==> config.mk <==
export PLATFORM = sky130hd
export DESIGN_NAME = scc_ctrl
export DESIGN_NICKNAME = d
export VERILOG_FILES = /design/src/rtl/core/scc_pkg.sv /design/src/rtl/core/scc_ctrl.sv
export SDC_FILE = /design/constraint.sdc
export NUM_CORES = 1
export LEC_CHECK = 0
export ABC_AREA = 1
export CAP_MARGIN = 20
export CORE_AREA = 10 10 47 49
export CTS_BUF_LIST = sky130_fd_sc_hd__clkbuf_2 sky130_fd_sc_hd__clkbuf_4 sky130_fd_sc_hd__clkbuf_8
export DETAILED_ROUTE_END_ITERATION = 8
export DIE_AREA = 0 0 57 59
export DONT_BUFFER_PORTS = 1
export PLACE_DENSITY = 0.46
export SYNTH_ARGS = -nofsm -noshare
export SYNTH_HDL_FRONTEND = slang
export SYNTH_SLANG_ARGS = --single-unit
==> constraint.sdc <==
create_clock -name clk -period 1 [get_ports clk]
set_input_delay 0.1 -clock clk [delete_from_list [all_inputs] [get_ports clk]]
set_output_delay 0.1 -clock clk [all_outputs]
set_load 0.01 [all_outputs]
==> src/rtl/core/scc_pkg.sv <==
`timescale 1ns / 1ps
`default_nettype none
package scc_pkg;

	localparam int MAX_NODES = 64;
	localparam int MAX_EDGES = 256;

	localparam int NODE_W = 7;
	localparam int COMP_W = 6;
	localparam int NIDX_W = $clog2(MAX_NODES);
	localparam int EIDX_W = $clog2(MAX_EDGES);
	localparam int ECNT_W = $clog2(MAX_EDGES + 1);

	// request commands
	localparam logic [1:0] CMD_CLEAR = 2'd0;
	localparam logic [1:0] CMD_ADD   = 2'd1;
	localparam logic [1:0] CMD_RUN   = 2'd2;

	typedef enum logic [3:0] {
		OP_NONE,
		OP_INIT_F,
		OP_OUTER_F,
		OP_SCAN_RD,
		OP_SCAN_EV,
		OP_FINISH,
		OP_POP,
		OP_INIT_R,
		OP_OUTER_R,
		OP_OUTER_R2
	} ctl_op_t;

	typedef struct packed {
		logic    accept;
		ctl_op_t op;
		logic    rev;
	} ctl_cmd_t;

	typedef struct packed {
		logic s_over;
		logic s_visited;
		logic scan_end;
		logic sp_zero;
		logic i_zero;
		logic start_ok;
	} dp_status_t;

endpackage
`default_nettype wire

==> src/rtl/core/scc_ctrl.sv <==
`timescale 1ns / 1ps
`default_nettype none
module scc_ctrl (
	input  wire logic               clk,
	input  wire logic               arst_n,
	input  wire logic               start,
	input  wire logic [1:0]         cmd,
	input  wire scc_pkg::dp_status_t status,
	output scc_pkg::ctl_cmd_t       ctl,
	output logic                    busy
);
	import scc_pkg::*;

	typedef enum logic [3:0] {
		ST_IDLE,
		ST_INIT_F,
		ST_OUTER_F,
		ST_SCAN_RD,
		ST_SCAN_EV,
		ST_FINISH,
		ST_POP,
		ST_INIT_R,
		ST_OUTER_R,
		ST_OUTER_R2
	} state_t;

	state_t state_q;
	logic   rev_q;
	logic   accept;

	assign accept = start && !busy;

	always_comb begin
		ctl.accept = accept;
		ctl.rev    = rev_q;
		case (state_q)
			ST_INIT_F:   ctl.op = OP_INIT_F;
			ST_OUTER_F:  ctl.op = OP_OUTER_F;
			ST_SCAN_RD:  ctl.op = OP_SCAN_RD;
			ST_SCAN_EV:  ctl.op = OP_SCAN_EV;
			ST_FINISH:   ctl.op = OP_FINISH;
			ST_POP:      ctl.op = OP_POP;
			ST_INIT_R:   ctl.op = OP_INIT_R;
			ST_OUTER_R:  ctl.op = OP_OUTER_R;
			ST_OUTER_R2: ctl.op = OP_OUTER_R2;
			default:     ctl.op = OP_NONE;
		endcase
	end

	always_ff @(posedge clk or negedge arst_n) begin
		if (!arst_n) begin
			state_q <= ST_IDLE;
			rev_q   <= 1'b0;
			busy    <= 1'b0;
		end else begin
			case (state_q)
				ST_IDLE: begin
					if (accept && cmd == CMD_RUN) begin
						state_q <= ST_INIT_F;
						rev_q   <= 1'b0;
						busy    <= 1'b1;
					end
				end
				ST_INIT_F: state_q <= ST_OUTER_F;
				ST_OUTER_F: begin
					if (status.s_over)
						state_q <= ST_INIT_R;
					else if (!status.s_visited)
						state_q <= ST_SCAN_RD;
				end
				ST_SCAN_RD: state_q <= status.scan_end ? ST_FINISH : ST_SCAN_EV;
				ST_SCAN_EV: state_q <= ST_SCAN_RD;
				ST_FINISH: begin
					if (!status.sp_zero)
						state_q <= ST_POP;
					else
						state_q <= rev_q ? ST_OUTER_R : ST_OUTER_F;
				end
				ST_POP: state_q <= ST_SCAN_RD;
				ST_INIT_R: begin
					state_q <= ST_OUTER_R;
					rev_q   <= 1'b1;
				end
				ST_OUTER_R: begin
					if (status.i_zero) begin
						state_q <= ST_IDLE;
						busy    <= 1'b0;
					end else begin
						state_q <= ST_OUTER_R2;
					end
				end
				ST_OUTER_R2: state_q <= status.start_ok ? ST_SCAN_RD : ST_OUTER_R;
				default: begin
					state_q <= ST_IDLE;
					busy    <= 1'b0;
				end
			endcase
		end
	end
endmodule
`default_nettype wire

==> reports/results.md, run 1 <==
CTS
• **level count of the clock H-tree** 1
• **cell at the root of the clock tree** clkbuf_4
• **clock edge transition at the registers on the reported setup and hold paths** 50 ps
• **Clock Tree Buf Depth** 2
• **clock insertion delay at the later pin of the skew report** 240 ps
• **TritonCTS clock tree** built
• **clock sink total** 6
• **TritonCTS Buffers** 3

Global route
• **overall fraction of global-route tracks in use** 9.66%
• **Congestion Overflow GR** 0
• **vias in the first global route** 566
• **number of antenna violations at the first check in global routing** 0
• **wire length of the first global-routing pass** 2560 µm
• **largest net degree at the start of global routing** 8

Worst setup path
• **critical path startpoint category** flop
• **data arrival time of the critical path** 1090 ps
• **CP top delay family** flip-flops
• **critical path capture point type** output port
• **Critical Path Slowest Stage Cell** dfrtp_2
• **cells traversed along the worst timing path** nor2_4 -> nand2_4 -> inv_4 -> buf_6
• **delay contributed by the slowest stage of the critical path** 450 ps
• **required time at the endpoint of the critical path** 900 ps
• **Crit Path Category** flop to output port
• **Crit Path Max Fanout** 5
• **count of buffer and inverter cells on the critical path** 2

Placed design
• **half-perimeter wire length after placement** 1040 µm
• **placement-stage cell area** 554 µm²
• **count of input and output buffers** 0
• **gp weighted congestion** 0.838
• **cell total after placement** 94

Timing
• **measured slew at the worst slew-check pin** 259 ps
• **RSZ-0062 raised after global routing** true
• **final setup vio count** 11
• **WHS** 47.7 ps
• **max frequency** 839 MHz
• **number of hold violations in the final report** 0
• **Max-slew headroom** 82.6%
• **worst setup margin** -191 ps
• **Final Skew** 2.72 ps
• **final critical delay including setup and external delays** 1190 ps
• **crit share post-route** 119%
• **max-slew violation count** 0

Routing
• **total length of routed wires** 1560 µm
• **post-DR wirelength/cell** 14.1 µm
• **via count of the routed design** 550
• **DRT iter0 DRCs** 15
• **post-detailed-route via-to-cell ratio** 4.95
• **number of remaining DRC errors** 0
• **Detailed Routing Iterations Pass 1** 4
• **antenna-violating nets left** 0

Logic synthesis
• **portion of synthesized cell area occupied by the leading cell type** 33.4%
• **Syn Std Cell Area** 449 µm²
• **top post-synthesis cells by area** dfrtp_1 33%, nand2_1 14%, nand3_1 11%
• **Syn Nets** 78
• **yosys warns** 0
• **Yosys reg bits** 6
• **number of distinct library cells after synthesis** 16
• **fraction of the yosys area taken by sequential cells** 33.4%
• **synthesized instance count** 67
• **synthesized area per cell** 6.70 µm²
• **Synth area leader** dfrtp_1

Finish
• **final net count** 108
• **final cell count without fillers** 111
• **register cell area after layout** 155 µm²
• **diodes inserted** 0
• **end-of-flow core utilization** 62.7%
• **Layout fillers** 120
• **final design area excluding fillers** 878 µm²
• **area of combinational cells with multiple inputs** 353 µm²
• **layout cells sized above 1** 65.3%
• **Layout Area Growth over Synthesis** 95.5%

Power
• **ratio of total power to cell area** 3310 nW/µm²
• **leakage power of the design** 0.000421 µW
• **total design power** 2910 µW
• **IR drop worst, VDD** 0.00150 V

Die
• **initial standard-cell utilization of the core** 32.1%
• **die area** 3360 µm²
• **number of placement rows** 14
• **die outline height** 59 µm
• **core outline area** 1400 µm²
• **ports placed on the boundary** 18
• **Die Width** 57 µm

Worst hold path
• **Min-Delay Path Class** primary input to flop

Run status
• **violated checks** negative setup slack
• **status** complete, but fails checks

Job
• **max capacitance violation total** 0

[power by group]
group	internal (µW)	switching, µW	total (µW)
clock network	136	87.2	223
registers	367	179	546
logic	1120	1020	2140
total	1630	1280	2910
[logic make-up (layout without fill, tap and decap cells)]
kind of cell | count (synthesis) | after routing | synth area share (%)
and+or+nand+nor | 41 | 41 | 41.8
buffers and inverters | 13 | 41 | 15.9
AOI/OAI and AO/OA | 7 | 7 | 8.91
DFF | 6 | 6 | 33.4
[layout make-up]
type | count | share of cell area [%]
repair buffers | 29 | 31.2
inverters | 9 | 6.13
well taps | 16 | 2.28
clock buffers | 3 | 2.56
multi-input cells | 48 | 40.2
flip-flops and latches | 6 | 17.7
[per-layer routing]
| metal | vias to the layer above | global-route usage, % | routed length [µm] |
|---|---|---|---|
| li1 | 273 | - | - |
| met1 | 257 | 9.33 | 584 |
| met2 | 18 | 17.2 | 856 |
| met3 | 2 | 2.79 | 99 |
| met4 | 0 | 7.05 | 24 |
| met5 | - | 0 | 0 |
[sequential cells by signal, indices dropped and copies added (netlist names)]
name,flops
state_q,4
busy,1
rev_q,1
[placed cells by master, fill, tap and decap left out, types with 4 or more instances in the layout]
cell     netlist  routed
buf_4          2      16
buf_6          2      11
dfrtp_2        0       4
inv_1          7       4
nand2_1       17      11
nand3_2        0       6
nor2_1         8       4
nor2_4         1       5
[final timing paths]
path / start / to / slack [ps] / cells past startpoint
min reg2reg: busy$_DFFE_PN0P_ / busy$_DFFE_PN0P_ / 610 / 3
max in group asynchronous: arst_n / state_q[1]$_DFFE_PN0P_ / 610 / 1
max reg2reg: state_q[2]$_DFFE_PN0P_ / state_q[0]$_DFFE_PN0P_ / -170 / 7
min in group asynchronous: arst_n / state_q[2]$_DFFE_PN0P_ / 160 / 1
min: status[5] / state_q[2]$_DFFE_PN0P_ / 50 / 2
max: state_q[2]$_DFFE_PN0P_ / ctl[4] / -190 / 4
[cell usage after synthesis (all sizes together)]
master  count
buf         4
nand2      17
o21ai       3
nand3b      1
inv         9
o211ai      2
nand4       2
nor2       11
a21oi       2
dfrtp       6
nand3      10
[timing repair]
item / 4_1_cts / 5_1_grt
hold buffers: 1 / 0
resized for setup: 40 / 12
buffers inserted: 9 / 4
pin swaps: 14 / 13
endpoints found under the setup margin: 10 / 11
hold endpoints to repair: 6 / 0
[through the flow]
stage / TNS (ps) / setup slack (ps)
final: -1290 / -191
after floorplan: -34.1 / -14.5
after global placement: -624 / -152
after detailed placement: -595 / -145
after global routing: -1990 / -247
after CTS: -1230 / -178
No activity file was read; power rests on OpenSTA's default activity.
==> run 2: changes to the inputs <==
==> constraint.sdc (replaced) <==
create_clock -name clk -period 1 [get_ports clk]
set_input_delay 0.2 -clock clk [delete_from_list [all_inputs] [get_ports clk]]
set_output_delay 0.2 -clock clk [all_outputs]
set_load 0.01 [all_outputs]
==> reports/results.md, run 2 (same netlist as run 1, synthesis figures left out) <==
Timing
• **max frequency** 780 MHz
• **crit share post-route** 128%
• **final setup vio count** 11
• **number of hold violations in the final report** 0
• **final critical delay including setup and external delays** 1280 ps
• **measured slew at the worst slew-check pin** 307 ps
• **RSZ-0062 raised after global routing** true
• **Max-slew headroom** 79.4%
• **Final Skew** 0.877 ps
• **max-slew violation count** 0
• **WHS** 129 ps
• **worst setup margin** -281 ps

Worst setup path
• **critical path capture point type** output port
• **Crit Path Category** flop to output port
• **required time at the endpoint of the critical path** 800 ps
• **data arrival time of the critical path** 1080 ps
• **Crit Path Max Fanout** 4
• **critical path startpoint category** flop

Placed design
• **placement-stage cell area** 547 µm²
• **cell total after placement** 92
• **half-perimeter wire length after placement** 1070 µm
• **gp weighted congestion** 0.759
• **count of input and output buffers** 0

Global route
• **wire length of the first global-routing pass** 2490 µm
• **overall fraction of global-route tracks in use** 9.56%
• **largest net degree at the start of global routing** 7
• **vias in the first global route** 544
• **Congestion Overflow GR** 0
• **number of antenna violations at the first check in global routing** 0

Finish
• **final design area excluding fillers** 777 µm²
• **diodes inserted** 0
• **register bank with the most flops** state_q
• **layout cells sized above 1** 58.1%
• **end-of-flow core utilization** 55.4%
• **highest-count cells in the layout ignoring fill and taps** 20 x buf_4, 13 x nand2_1, 6 x inv_1
• **final net count** 105
• **flip-flop count of the largest register after layout** 4
• **Layout Area Growth over Synthesis** 73.0%
• **final cell count without fillers** 109
• **registers with the most flip-flops** state_q: 4 flops, busy: 1 flops, rev_q: 1 flops
• **register cell area after layout** 155 µm²
• **most common cell after layout, fill and taps aside** buf_4
• **Layout fillers** 142
• **area of combinational cells with multiple inputs** 317 µm²

Die
• **initial standard-cell utilization of the core** 32.1%
• **number of placement rows** 14
• **die area** 3360 µm²
• **die outline height** 59 µm
• **core outline area** 1400 µm²
• **Die Width** 57 µm
• **ports placed on the boundary** 18

Power
• **part of the total power dissipated in sequential elements** 20.0%
• **proportion of power drawn by the clock network** 10.9%
• **IR drop worst, VDD** 0.00157 V
• **ratio of total power to cell area** 3440 nW/µm²
• **switching component of the power** 1180 µW
• **leakage power of the design** 0.000388 µW
• **share of total power in combinational logic** 69.1%
• **share of total power consumed by net switching** 44.1%
• **design internal power** 1490 µW
• **total design power** 2670 µW

CTS
• **clock insertion delay at the later pin of the skew report** 250 ps
• **clock sink total** 6
• **TritonCTS Buffers** 3
• **clock edge transition at the registers on the reported setup and hold paths** 50 ps
• **Clock Tree Buf Depth** 2
• **cell at the root of the clock tree** clkbuf_4
• **TritonCTS clock tree** built
• **level count of the clock H-tree** 1

Routing
• **Detailed Routing Iterations Pass 1** 4
• **number of remaining DRC errors** 0
• **total length of routed wires** 1610 µm
• **antenna-violating nets left** 0
• **post-detailed-route via-to-cell ratio** 5.07
• **DRT iter0 DRCs** 6
• **post-DR wirelength/cell** 14.8 µm
• **via count of the routed design** 553

Job
• **max capacitance violation total** 0

Worst hold path
• **Min-Delay Path Class** primary input to flop

Run status
• **violated checks** negative setup slack
• **status** complete, but fails checks

## run 2: cell count changes in the layout (fill, tap and decap cells not counted), sizes merged
| cell | before | now |
|---|---|---|
| buf | 28 | 25 |
| clkbuf | 3 | 4 |
| clkinv | 1 | 0 |
| inv | 8 | 9 |
## run 2: final cells by class
class / count / share of cell area [%]
multi-input combinational: 48 / 40.7
clock buffer: 4 / 3.86
timing repair buffer: 26 / 27.9
tap: 16 / 2.58
inverter: 9 / 4.99
sequential: 6 / 20.0
## run 2: per-stage QoR
stage / worst slack, ps / setup TNS [ps]
floorplan: -21.6 / -42.2
global placement: -235 / -1080
detailed placement: -209 / -1100
CTS: -255 / -1850
global route: -340 / -2510
finish: -281 / -1860
## run 2: per-layer routing
metal  vias up  wire, µm  GRT usage (%)
met4         0        91           11.7
met3         6       127           3.22
met2        24       821           14.3
li1        266         -              -
met1       257       569           9.41
met5         -         0              0
## run 2: final timing paths
| check | start | end | slack (ps) | cells past startpoint |
|---|---|---|---|---|
| max in group asynchronous | arst_n | state_q[2]$_DFFE_PN0P_ | 480 | 1 |
| min in group asynchronous | arst_n | busy$_DFFE_PN0P_ | 270 | 1 |
| hold reg to reg | busy$_DFFE_PN0P_ | busy$_DFFE_PN0P_ | 620 | 3 |
| hold / removal | status[5] | state_q[2]$_DFFE_PN0P_ | 130 | 2 |
| setup / recovery | state_q[2]$_DFFE_PN0P_ | ctl[1] | -280 | 3 |
| setup reg to reg | state_q[3]$_DFFE_PN0P_ | busy$_DFFE_PN0P_ | -170 | 8 |
## run 2: power by group through the flow
stage | logic [µW] | clock network, µW | registers, µW
6_report | 1850 | 291 | 534
3_5_place_dp | 1170 | 0 | 526
3_3_place_gp | 1180 | 0 | 525
5_1_grt | 2010 | 316 | 553
4_1_cts | 1490 | 298 | 521
2_1_floorplan | 845 | 0 | 457
## run 2: repair_timing
action / 4_1_cts / 5_1_grt
setup endpoints to repair: 11 / 13
pin swaps: 3 / 8
setup buffers: 6 / 6
hold buffers: 1 / 0
endpoints found under the hold margin: 6 / 0
resized for setup: 13 / 14
## run 2: worst max-delay path: stages, from the launching register on
cell and delay [ps]:
dfrtp_2 450, nor2_4 140, nand2_2 90, a21oi_4 160
==> run 3: changes to the inputs <==
--- a/config.mk
+++ b/config.mk
@@ -12,7 +12,7 @@
 export DETAILED_ROUTE_END_ITERATION = 8
 export DIE_AREA = 0 0 57 59
 export DONT_BUFFER_PORTS = 1
-export PLACE_DENSITY = 0.46
+export PLACE_DENSITY = 0.57
 export SYNTH_ARGS = -nofsm -noshare
 export SYNTH_HDL_FRONTEND = slang
 export SYNTH_SLANG_ARGS = --single-unit
==> reports/results.md, run 3 (same netlist as run 1, synthesis figures left out) <==
Finish
• **final cell count without fillers** 102
• **final net count** 98
• **flip-flop count of the largest register after layout** 4
• **Layout fillers** 136
• **final design area excluding fillers** 733 µm²
• **Layout Area Growth over Synthesis** 63.2%
• **layout cells sized above 1** 54.7%
• **registers with the most flip-flops** state_q: 4 flops, busy: 1 flops, rev_q: 1 flops
• **highest-count cells in the layout ignoring fill and taps** 13 x nand2_1, 11 x buf_4, 7 x buf_6
• **most common cell after layout, fill and taps aside** nand2_1
• **diodes inserted** 0
• **register bank with the most flops** state_q

Die
• **Die Width** 57 µm
• **die outline height** 59 µm
• **number of placement rows** 14
• **die area** 3360 µm²
• **ports placed on the boundary** 18
• **initial standard-cell utilization of the core** 32.1%
• **core outline area** 1400 µm²

Job
• **max capacitance violation total** 0

Worst setup path
• **required time at the endpoint of the critical path** 800 ps
• **Crit Path Category** flop to output port
• **Crit Path Max Fanout** 2
• **critical path startpoint category** flop
• **critical path capture point type** output port
• **worst reg2reg setup slack** -210 ps
• **path depth of the worst reg2reg path** 6
• **data arrival time of the critical path** 1040 ps
• **launching instance or port of the critical path** state_q[1]$_DFFE_PN0P_
• **critical register-to-register path startpoint** state_q[2]$_DFFE_PN0P_
• **Reg2Reg Capture Point** state_q[0]$_DFFE_PN0P_

Routing
• **DRT iter0 DRCs** 8
• **post-detailed-route via-to-cell ratio** 5.09
• **Detailed Routing Iterations Pass 1** 5
• **antenna-violating nets left** 0
• **number of remaining DRC errors** 0
• **highest metal layer used by the detailed router** met4
• **post-DR wirelength/cell** 13.3 µm
• **total length of routed wires** 1360 µm
• **via count of the routed design** 519
• **length of routed met3 wiring** 138 µm
• **wire length on met1** 493 µm
• **met2 layer wire length in the routed design** 681 µm

Global route
• **largest net degree at the start of global routing** 7
• **number of antenna violations at the first check in global routing** 0
• **vias in the first global route** 486
• **wire length of the first global-routing pass** 2210 µm
• **overall fraction of global-route tracks in use** 8.51%
• **Congestion Overflow GR** 0

Worst hold path
• **hold wc startpoint** status[5]
• **Min-Delay Path Class** primary input to flop
• **Min-Delay Path Depth** 2
• **Hold Crit Endpoint** state_q[2]$_DFFE_PN0P_

Run status
• **violated checks** negative setup slack
• **status** complete, but fails checks

Placed design
• **count of input and output buffers** 0
• **gp weighted congestion** 0.859
• **placement-stage cell area** 524 µm²
• **cell total after placement** 89
• **half-perimeter wire length after placement** 994 µm

Power
• **IR drop worst, VDD** 0.00149 V
• **leakage power of the design** 0.000352 µW
• **ratio of total power to cell area** 3430 nW/µm²

Timing
• **crit share post-route** 124%
• **final critical delay including setup and external delays** 1240 ps
• **measured slew at the worst slew-check pin** 277 ps
• **number of hold violations in the final report** 0
• **final setup vio count** 11
• **Final Skew** 5.10 ps
• **RSZ-0062 raised after global routing** true
• **setup total negative slack** -1750 ps
• **worst setup margin** -244 ps
• **max-slew violation count** 0
• **max frequency** 804 MHz
• **Max-slew headroom** 81.5%

CTS
• **clock edge transition at the registers on the reported setup and hold paths** 50 ps
• **clock sink total** 6
• **cell at the root of the clock tree** clkbuf_4
• **Clock Tree Buf Depth** 2
• **level count of the clock H-tree** 1
• **clock insertion delay at the later pin of the skew report** 250 ps
• **TritonCTS clock tree** built
• **TritonCTS Buffers** 3

run 3: changes by cell type in the layout (fill, tap and decap cells not counted), sizes merged:
| cell | before | now |
|---|---|---|
| buf | 25 | 18 |
run 3: worst max-delay path, stage by stage, from the launching register on:
cell	delay (ps)
dfrtp_2	430
nor2_4	130
nand2_2	90
a21oi_4	150
run 3: metal layers:
layer  vias up  GRT usage [%]
li1        256              -
met5         -              0
met1       229           8.19
met3         6           6.01
met4         0           5.37
met2        28           13.0
run 3: metrics by stage:
| step | hold slack [ps] | util (%) | power (µW) | setup WS (ps) |
|---|---|---|---|---|
| after global placement | -95.4 | 37.4 | 1600 | -137 |
| after detailed placement | -95.4 | 37.4 | 1600 | -144 |
| final | 116 | 52.3 | 2510 | -244 |
| after CTS | 124 | 46.9 | 2230 | -239 |
| after global routing | 115 | 52.3 | 2730 | -308 |
| after floorplan | -95.6 | - | 1300 | -21.6 |
run 3: worst max path at each step:
stage                  endpoint  slack, ps  cells past startpoint
6_report                 ctl[1]       -240                      3
5_1_grt                  ctl[1]       -310                      3
4_1_cts                  ctl[1]       -240                      3
3_5_place_dp   busy$_DFFE_PN0P_       -140                      7
3_3_place_gp   busy$_DFFE_PN0P_       -140                      7
2_1_floorplan            ctl[1]        -20                      3
run 3: cell type report:
type,count,area (µm²),share of cell area (%)
Multi-Input combinational cell,48,313,42.7
Clock buffer,4,30.0,4.10
Timing Repair Buffer,19,171,23.4
Tap cell,16,20.0,2.73
Inverter,9,43.8,5.97
Sequential cell,6,155,21.2
run 3: timing repair:
action,CTS,global route
resized for setup,17,16
pin swaps,4,3
hold endpoints to repair,6,0
setup endpoints to repair,11,13
hold buffers,1,0
setup buffers,5,3
run 3: report_power, final:
| group | internal (µW) | switching, µW | total, µW | leakage [µW] |
|---|---|---|---|---|
| logic | 846 | 861 | 1710 | 0.000264 |
| clock network | 179 | 93.5 | 272 | 0.0000184 |
| registers | 367 | 167 | 534 | 0.0000695 |
